## config.mk

```make
export PLATFORM = sky130hd
export DESIGN_NAME = pgw_walker
export DESIGN_NICKNAME = d
export VERILOG_FILES = /design/src/design/pgw_pkg.sv /design/src/design/pgw_walker.sv
export VERILOG_INCLUDE_DIRS = /design/src /design/src/design
export SDC_FILE = /design/constraint.sdc
export NUM_CORES = 1
export LEC_CHECK = 0
export BUFFER_PORTS_ARGS = -buffer_cell sky130_fd_sc_hd__clkbuf_2
export CORE_ASPECT_RATIO = 0.5
export CORE_UTILIZATION = 45
export CTS_CLUSTER_SIZE = 10
export DETAILED_ROUTE_END_ITERATION = 8
export PLACE_DENSITY = 0.75
export SYNTH_ARGS = -nofsm -noshare
export SYNTH_HDL_FRONTEND = slang
export SYNTH_SLANG_ARGS = --single-unit
export TNS_END_PERCENT = 20
```

## constraint.sdc

```tcl
create_clock -name clock -period 7.5 [get_ports clock]
set_input_delay 1.125 -clock clock [delete_from_list [all_inputs] [get_ports clock]]
set_output_delay 1.125 -clock clock [all_outputs]
set_load 0.02 [all_outputs]
```

## src/design/page_table_walker_unit_macros.svh

```systemverilog
// Assertion macros of the page table walker, used by its walk sequencer
`ifndef PAGE_TABLE_WALKER_UNIT_MACROS_SVH
`define PAGE_TABLE_WALKER_UNIT_MACROS_SVH

// same-cycle implication, checked on clock, off during reset
`define PGW_ASSERT_IMP(lbl, ante, cons) \
   lbl: assert property (@(posedge clock) disable iff (reset) (ante) |-> (cons)) \
      else $error("assertion failed");

// next-cycle implication, checked on clock, off during reset
`define PGW_ASSERT_NXT(lbl, ante, cons) \
   lbl: assert property (@(posedge clock) disable iff (reset) (ante) |=> (cons)) \
      else $error("assertion failed");

`endif

```

## src/design/pgw_pkg.sv

```systemverilog
// Package with types, constants and helper functions of the page table walker
package pgw_pkg;

   localparam int STORE_WORDS = 4096;
   localparam int INDEX_BITS  = 9;
   localparam int PAGE_SHIFT  = 12;
   localparam int STORE_AW    = $clog2(STORE_WORDS);

   localparam logic [STORE_AW-1:0] STORE_LAST = STORE_AW'(STORE_WORDS - 1);

   localparam logic [63:0] NEXT_ADDR_MASK = 64'h000f_ffff_ffff_f000;
   localparam logic [63:0] VA_MASK        = 64'h0000_ffff_ffff_ffff;

   localparam int FLAG_PRESENT_BIT = 0;
   localparam int FLAG_LARGE_BIT   = 7;

   localparam logic REQ_WRITE = 1'b0;
   localparam logic REQ_XLATE = 1'b1;

   localparam logic [1:0] LEVEL_LEAF = 2'd0;
   localparam logic [1:0] LEVEL_ROOT = 2'd3;

   typedef enum logic [1:0] {
      ST_IDLE,
      ST_WALK,
      ST_HOLD
   } walk_state_type;

   typedef struct packed {
      logic                wr_en;
      logic                rd_en;
      logic [STORE_AW-1:0] addr;
      logic [63:0]         wr_data;
   } store_req_type;

   function automatic logic [INDEX_BITS-1:0] level_index(input logic [47:0] va,
                                                         input logic [1:0]  lvl);
      logic [INDEX_BITS-1:0] idx;
      unique case (lvl)
         2'd0:    idx = va[PAGE_SHIFT                  +: INDEX_BITS];
         2'd1:    idx = va[PAGE_SHIFT + INDEX_BITS     +: INDEX_BITS];
         2'd2:    idx = va[PAGE_SHIFT + 2 * INDEX_BITS +: INDEX_BITS];
         default: idx = va[PAGE_SHIFT + 3 * INDEX_BITS +: INDEX_BITS];
      endcase
      return idx;
   endfunction

   function automatic logic [STORE_AW-1:0] word_addr(input logic [63:0]           tbl,
                                                     input logic [INDEX_BITS-1:0] idx);
      logic [63:0] base;
      base = (tbl & NEXT_ADDR_MASK) >> 3;
      return STORE_AW'(base) + STORE_AW'(idx);
   endfunction

   function automatic logic [63:0] offset_mask(input logic [1:0] lvl);
      logic [63:0] m;
      unique case (lvl)
         2'd0:    m = (64'd1 << PAGE_SHIFT) - 64'd1;
         2'd1:    m = (64'd1 << (PAGE_SHIFT + INDEX_BITS)) - 64'd1;
         2'd2:    m = (64'd1 << (PAGE_SHIFT + 2 * INDEX_BITS)) - 64'd1;
         default: m = (64'd1 << (PAGE_SHIFT + 3 * INDEX_BITS)) - 64'd1;
      endcase
      return m;
   endfunction

endpackage

```

## src/design/pgw_walker.sv

```systemverilog
// Walk sequencer: request intake, level-by-level table reads and result register
`include "page_table_walker_unit_macros.svh"

module pgw_walker (
   input  logic                   clock,
   input  logic                   reset,
   input  logic [51:0]            root_addr,
   input  logic                   req_valid,
   output logic                   req_ready,
   input  logic                   req_type,
   input  logic [11:0]            req_word_index,
   input  logic [63:0]            req_entry_value,
   input  logic [47:0]            req_virt_addr,
   input  logic [1:0]             req_stop_level,
   output logic                   rsp_valid,
   input  logic                   rsp_ready,
   output logic [63:0]            rsp_found_entry,
   output logic [1:0]             rsp_level_reached,
   output logic                   rsp_entry_present,
   output logic [63:0]            rsp_phys_addr,
   output pgw_pkg::store_req_type st_req,
   input  logic [63:0]            rd_data,
   input  logic                   clearing
);
   import pgw_pkg::*;

   walk_state_type state_ff, state_in;
   logic [47:0]    va_ff, va_in;
   logic [1:0]     stop_ff, stop_in;
   logic [1:0]     lvl_ff, lvl_in;
   logic [1:0]     lvl_dec;

   logic           rsp_valid_ff, rsp_valid_in;
   logic [63:0]    rsp_entry_ff, rsp_entry_in;
   logic [1:0]     rsp_level_ff, rsp_level_in;
   logic [63:0]    rsp_phys_ff, rsp_phys_in;

   logic [63:0]    pend_entry_ff, pend_entry_in;
   logic [1:0]     pend_level_ff, pend_level_in;
   logic [63:0]    pend_phys_ff, pend_phys_in;

   logic           res_valid;
   logic [63:0]    res_entry;
   logic [1:0]     res_level;
   logic [63:0]    res_phys;
   logic           walk_done;
   logic           slot_free;
   logic           accept;
   logic [63:0]    mask;

   assign lvl_dec   = lvl_ff - 2'd1;
   assign slot_free = !rsp_valid_ff || rsp_ready;
   assign req_ready = (state_ff == ST_IDLE) && !clearing;
   assign accept    = req_valid && req_ready;
   assign mask      = offset_mask(lvl_ff);
   assign walk_done = (lvl_ff == stop_ff) || !rd_data[FLAG_PRESENT_BIT]
                      || rd_data[FLAG_LARGE_BIT] || (lvl_ff == LEVEL_LEAF);

   always_comb begin
      state_in      = state_ff;
      va_in         = va_ff;
      stop_in       = stop_ff;
      lvl_in        = lvl_ff;
      pend_entry_in = pend_entry_ff;
      pend_level_in = pend_level_ff;
      pend_phys_in  = pend_phys_ff;
      rsp_valid_in  = rsp_valid_ff && !rsp_ready;
      rsp_entry_in  = rsp_entry_ff;
      rsp_level_in  = rsp_level_ff;
      rsp_phys_in   = rsp_phys_ff;
      st_req        = '0;
      res_valid     = 1'b0;
      res_entry     = '0;
      res_level     = '0;
      res_phys      = '0;

      unique case (state_ff)
         ST_IDLE: begin
            if (accept) begin
               if (req_type == REQ_WRITE) begin
                  st_req.wr_en   = 1'b1;
                  st_req.addr    = STORE_AW'(req_word_index);
                  st_req.wr_data = req_entry_value;
                  res_valid      = 1'b1;
               end else begin
                  st_req.rd_en = 1'b1;
                  st_req.addr  = word_addr(64'(root_addr),
                                           level_index(req_virt_addr, LEVEL_ROOT));
                  va_in        = req_virt_addr;
                  stop_in      = req_stop_level;
                  lvl_in       = LEVEL_ROOT;
                  state_in     = ST_WALK;
               end
            end
         end
         ST_WALK: begin
            if (walk_done) begin
               res_valid = 1'b1;
               res_entry = rd_data;
               res_level = lvl_ff;
               res_phys  = (rd_data & ~mask) | (64'(va_ff) & mask);
            end else begin
               st_req.rd_en = 1'b1;
               st_req.addr  = word_addr(rd_data, level_index(va_ff, lvl_dec));
               lvl_in       = lvl_dec;
            end
         end
         ST_HOLD: begin
            if (slot_free) begin
               rsp_valid_in = 1'b1;
               rsp_entry_in = pend_entry_ff;
               rsp_level_in = pend_level_ff;
               rsp_phys_in  = pend_phys_ff;
               state_in     = ST_IDLE;
            end
         end
         default: begin
            state_in = ST_IDLE;
         end
      endcase

      // deliver now if the output register frees up, else park the result
      if (res_valid) begin
         if (slot_free) begin
            rsp_valid_in = 1'b1;
            rsp_entry_in = res_entry;
            rsp_level_in = res_level;
            rsp_phys_in  = res_phys;
            state_in     = ST_IDLE;
         end else begin
            pend_entry_in = res_entry;
            pend_level_in = res_level;
            pend_phys_in  = res_phys;
            state_in      = ST_HOLD;
         end
      end
   end

   always_ff @(posedge clock) begin
      if (reset) begin
         state_ff     <= ST_IDLE;
         rsp_valid_ff <= 1'b0;
      end else begin
         state_ff     <= state_in;
         rsp_valid_ff <= rsp_valid_in;
      end
   end

   always_ff @(posedge clock) begin
      va_ff         <= va_in;
      stop_ff       <= stop_in;
      lvl_ff        <= lvl_in;
      pend_entry_ff <= pend_entry_in;
      pend_level_ff <= pend_level_in;
      pend_phys_ff  <= pend_phys_in;
      rsp_entry_ff  <= rsp_entry_in;
      rsp_level_ff  <= rsp_level_in;
      rsp_phys_ff   <= rsp_phys_in;
   end

   assign rsp_valid         = rsp_valid_ff;
   assign rsp_found_entry   = rsp_entry_ff;
   assign rsp_level_reached = rsp_level_ff;
   assign rsp_entry_present = rsp_entry_ff[FLAG_PRESENT_BIT];
   assign rsp_phys_addr     = rsp_phys_ff;

   `PGW_ASSERT_IMP(a_no_accept_while_clearing, req_valid && req_ready, !clearing)
   `PGW_ASSERT_IMP(a_store_write_only_idle, st_req.wr_en, state_ff == ST_IDLE)
   `PGW_ASSERT_NXT(a_walk_follows_read, st_req.rd_en, state_ff == ST_WALK)
   `PGW_ASSERT_NXT(a_level_descends, (state_ff == ST_WALK) && (state_in == ST_WALK),
                   lvl_ff == $past(lvl_ff) - 2'd1)

endmodule

```

### Yosys cells after proc, flatten, opt, wreduce, memory -nomap -nowiden

Cells that the tools add are included.

* add/sub/neg operators: 3
* multipliers: 0
* div/mod/pow operators: 0
* order comparisons: 0
* eq/ne operators: 14
* shift-type cells: 0
* muxes and demuxes: 51
* bitwise logic cells: 5
* reduce and logical (&&, ||, !) cells: 19

Operators with widths (count)
* two-way mux 64 bit: 14
* case mux 39 bit (3 select lines): 1
* two-way mux 78 bit: 1
* bitwise AND 48 x 64 -> 64 bit: 1
* bitwise AND 64 bit: 1
* inverter 64 bit: 1
* OR 64 bit: 1
* two-way mux 9 bit: 5
* two-way mux 2 bit: 14
* case mux 9 bit (3 select lines): 1
* case mux 13 bit (2 select lines): 1
* adder 12 x 9 -> 12 bit: 2
* two-way mux 13 bit: 1
* two-way mux 12 bit: 1
* two-way mux 1 bit: 9
* inequality test 3 bit (second input constant): 3
* inequality test 2 bit (second input constant): 4
* AND reduction 4 bit: 2
* == test 2 x 1 -> 1 bit (second input constant): 3
* == test 2 bit (second input constant): 3
* logical NOT 2 bit: 3
* case mux 2 bit (3 select lines): 1
* logical NOT 1 bit: 4
* logical OR 1 bit: 4
* 9 further kinds: 11

* register bits after elaboration: 315
* bits in latches: 0
* memory bits (writable): 0
* ROM bits: 0
* bits of input ports: 248
* output and inout bits: 211
* word-level logic and storage cells: 103
* memories: 0

### Longest topological paths before layout

* word-level depth: 9
* depth in mapped cells: 10

### Worst setup path before layout

Ideal clock, no wire load.

* path type: in2reg
* from: input rd_data[0]
* to: register pend_entry_ff[0] (enable)
* setup time: 0.603 ns
* arrival: 7.217 ns
* required time: 6.897 ns
* slack: -0.320 ns
* stages on the path: 7
* cell sequence: or3b_2 a21o_1 clkbuf_1 clkbuf_1 nand2_1 buf_2 a21oi_1

* cells in the longest elaborated chain, start to end: 7

Ends and longest elaborated chain
* start, declared: RTL line pgw_walker.sv:22 `input logic [63:0] rd_data,`
* logical NOT 1 bit: RTL line pgw_walker.sv:56 `assign walk_done = (lvl_ff == stop_ff) || !rd_data[FLAG_PRESENT_BIT]`
* logical OR 1 bit: RTL line pgw_walker.sv:56
* logical OR 1 bit (2 in series): RTL line pgw_walker.sv:57 `|| rd_data[FLAG_LARGE_BIT] || (lvl_ff == LEVEL_LEAF);`
* two-way mux 1 bit: RTL line pgw_walker.sv:97 `if (walk_done) begin`
* case mux 1 bit (2 select lines): RTL line pgw_walker.sv:77 `unique case (state_ff)`
* AND reduction 2 bit (no line)
* end signal, assigned: RTL line pgw_walker.sv:153 `pend_entry_ff <= pend_entry_in;`
* end, declared: RTL line pgw_walker.sv:38 `logic [63:0] pend_entry_ff, pend_entry_in;`

Every way passes these cells.
A chain may end at the register's enable or synchronous reset.

==> metrics.md <==
| Metric | Value |
|---|---|
| Period minus WS final | `4.83 ns` |
| Crit-path cells | `inv_1 > ha_1 > or3b_2 > a21oi_1 > buf_4 > nand2_1 > o22ai_1 > clkbuf_2` |
| Fin. Hold Viols | `0` |
| Max Transition Viols Final | `0` |
| Measured slew at the worst slew-check pin | `~1.2 ns` |
| Crit-path max FO | `21` |
| Final std cell area, no fill | `15800 µm²` |
| DRT iter0 DRCs | `768` |
| Congestion Overflow GR | `0` |
| Worst Setup End Kind | `output port` |
| Hold Slack | `0.500 ns` |
| RSZ-0062 raised after global routing | `no` |
| PortBufs | `409` |
| Core area | `26900 µm²` |
| CTS buffer count | `34` |
| PostCTS Resize Cnt | `0` |
| # IOs | `459` |
| Worst stage delay on the critical path | `roughly 0.64 ns` |
| Mean Syn Cell Area | `12.6 µm²` |
| Clk root buf | `clkbuf_16` |
| CP required | `6.38 ns` |
| DR WL/cell | `between 20 and 25 µm` |
| CP Launch Type | `flip-flop` |
| Die Y | `120 µm` |
| Fmax | `207 MHz` |
| CTS H-Tree Depth | `2` |
| Setup TNS Final | `0 ns` |
| Maxcap violations | `0` |
| Synth Register Bits | `284` |
| Highest-delay cell along the critical path | `or3b_2` |
| Mapped Cells | `992` |
| CTS sink count | `around 280` |
| Die W | `238 µm` |
| CP delay by family, top | `simple AND/OR/NAND/NOR gates` |
| Hpwl dp | `25700 µm` |
| Setup-failing EPs final | `0` |
| Commonest non-fill, non-tap cell in the layout | `clkbuf_2` |
| Skew final | `0.0213 ns` |
| GRT Total Usage | `between 20 and 30%` |
| Dpl ws | `roughly 2.7 ns` |
| Combinational fraction of design power | `between 10% and 20%` |
| CTS Buffer Depth | `3` |
| Non-filler cells, final | `1772` |
| YS warnings | `0` |
| Sequential power share | `47.3%` |
| Fillers | `2197` |
| Largest net degree at the start of global routing | `83` |
| CTS tree | `built` |
| Psw | `0.907 mW` |
| Worst Hold Class | `flip-flop to flip-flop` |
| Count of flip-flops with a built-in enable after synthesis | `151` |
| Postcts setup bufs | `0` |
| Crit Path Category | `flip-flop to output port` |
| Share of cells above drive strength 1 | `41.3%` |
| Relative slew slack | `a little over a fifth` |
| Area Growth Syn to Fin | `26.3%` |
| Hold buffer count at CTS | `0` |
| Drt via density | `~5.3` |
| Power per cell area | `approximately 230 nW/µm²` |
| Status | `finished, final reports clean` |
| Vias in the first global route | `9430` |
| First-pass GRT wire length | `55100 µm` |
| Final wirelength | `37300 µm` |
| Remaining antenna violation count | `0` |
| Synth cell types | `37` |
| Async set-reset flop share out of synthesis | `0%` |
| Int Pwr | `2.74 mW` |
| Synthesized Nets | `roughly 1200` |
| Setup ws final | `2.67 ns` |
| Static Leak | `7.73 nW` |
| Most frequently used flop master after synthesis | `edfxtp_1` |
| WP buf/inv | `3` |
| FP Rows | `42` |
| Placer congestion estimate | `0.896` |
| Switch share | `24.8%` |
| Most frequent cells in the layout | `clkbuf_2, edfxtp_1, dfxtp_1` |
| Tcrit/Tclk final | `64.5%` |
| Nets@finish | `approximately 1600` |
| DP Area | `14800 µm²` |
| Mapped cell area | `12500 µm²` |
| DRC viols | `0` |
| DP Cell Count | `1708` |
| Initial Utilization | `46.6%` |
| First-pass detailed-route iteration total | `7` |
| Worst vdd ir | `128 µV` |
| Clock latency on the worst-skew pair | `0.52 ns` |
| Initial antenna violation count | `3` |
| Die Area | `approximately 29000 µm²` |
| Worst-path clk slew | `0.06 ns` |
| Clock Power Share | `about 41%` |
| Crit path DAT | `3.71 ns` |
| Sequential share of the synthesized area | `57.5%` |
| Via count | `9472` |
[worst min-delay path: stages, from the launching register on]
cell,delay (ns)
edfxtp_1,0.34
nand3_1,0.07
o21ai_0,0.08
[synth_stat cells (7+ instances only)]
cell type / instances / area share (%)
and2_1: 90 / 4.5
a222oi_1: 9 / 0.72
nor3_1: 7 / 0.28
a21oi_1: 57 / 2.3
mux2_4: 45 / 5.4
and3_1: 51 / 2.5
clkbuf_1: 49 / 1.5
edfxtp_1: 151 / 36
inv_1: 43 / 1.3
nand3_1: 7 / 0.28
mux2i_1: 129 / 10
nor2_1: 14 / 0.42
nand2_1: 32 / 0.96
buf_2: 16 / 0.64
dfxtp_1: 133 / 21
o22ai_1: 17 / 0.85
nor3b_1: 25 / 1.5
mux2_2: 63 / 5.7
or3_1: 14 / 0.70
[layer usage]
metal / vias to the layer above / routed length [µm] / global-route usage (%)
met1: 4704 / 15800 / 32.6
li1: 4348 / - / -
met4: 0 / 1210 / 10.0
met2: 342 / 18200 / 42.5
met3: 78 / 2060 / 4.12
met5: - / 0 / 0
[final timing paths]
path                            startpoint                 to  slack (ns)  depth (start not counted)
worst max-delay path             lvl_ff[1]         st_req[68]        2.67                          8
worst min register to register    va_ff[7]   rsp_phys_addr[7]        0.50                          2
worst max register to register   lvl_ff[1]  pend_entry_ff[41]        3.27                          8
worst min-delay path              va_ff[7]   rsp_phys_addr[7]        0.50                          2
[state kept, by name (all words and copies together) (netlist names)]
signal             cells
rsp_phys_addr         64
stop_ff                2
pend_entry_ff         64
state_ff               2
pend_level_ff          2
va_ff                 42
lvl_ff                 2
rsp_found_entry       64
pend_phys_ff          39
rsp_valid              1
rsp_level_reached      2
[metrics by stage]
step                total power [mW]  utilization [%]
floorplan                       2.00                -
global placement                2.16             55.1
detailed placement              2.18             55.1
CTS                             3.68             58.8
global route                    3.77             58.9
finish                          3.65             58.9
[layout make-up]
type                    instances  area (µm²)  area share (%)
inverters                      43         161            1.02
clock inverters                 3        36.3           0.229
multi-input cells             589        4840            30.6
flip-flops and latches        284        7200            45.5
clock buffers                  57         958            6.06
repair buffers                419        2150            13.6
diodes                          3        7.51          0.0475
well taps                     374         468            2.96
[logic make-up after synthesis]
kind of cell / after synthesis / share of synthesized area, %
flops: 284 / 57.5
simple gates: 251 / 11.8
mux: 237 / 21.4
buf+inv: 119 / 4.15
compound gates: 93 / 4.43
fa+ha+maj: 6 / 0.600
xor+xnor: 2 / 0.140
[power by group through the flow]
stage | combinational [mW] | sequential, mW | clock, mW
after detailed placement | 0.415 | 1.76 | 0
after global placement | 0.406 | 1.76 | 0
after floorplan | 0.186 | 1.82 | 0
after CTS | 0.417 | 1.73 | 1.53
after global routing | 0.440 | 1.73 | 1.60
final | 0.418 | 1.73 | 1.51
Power figures use the tool's default switching activity.
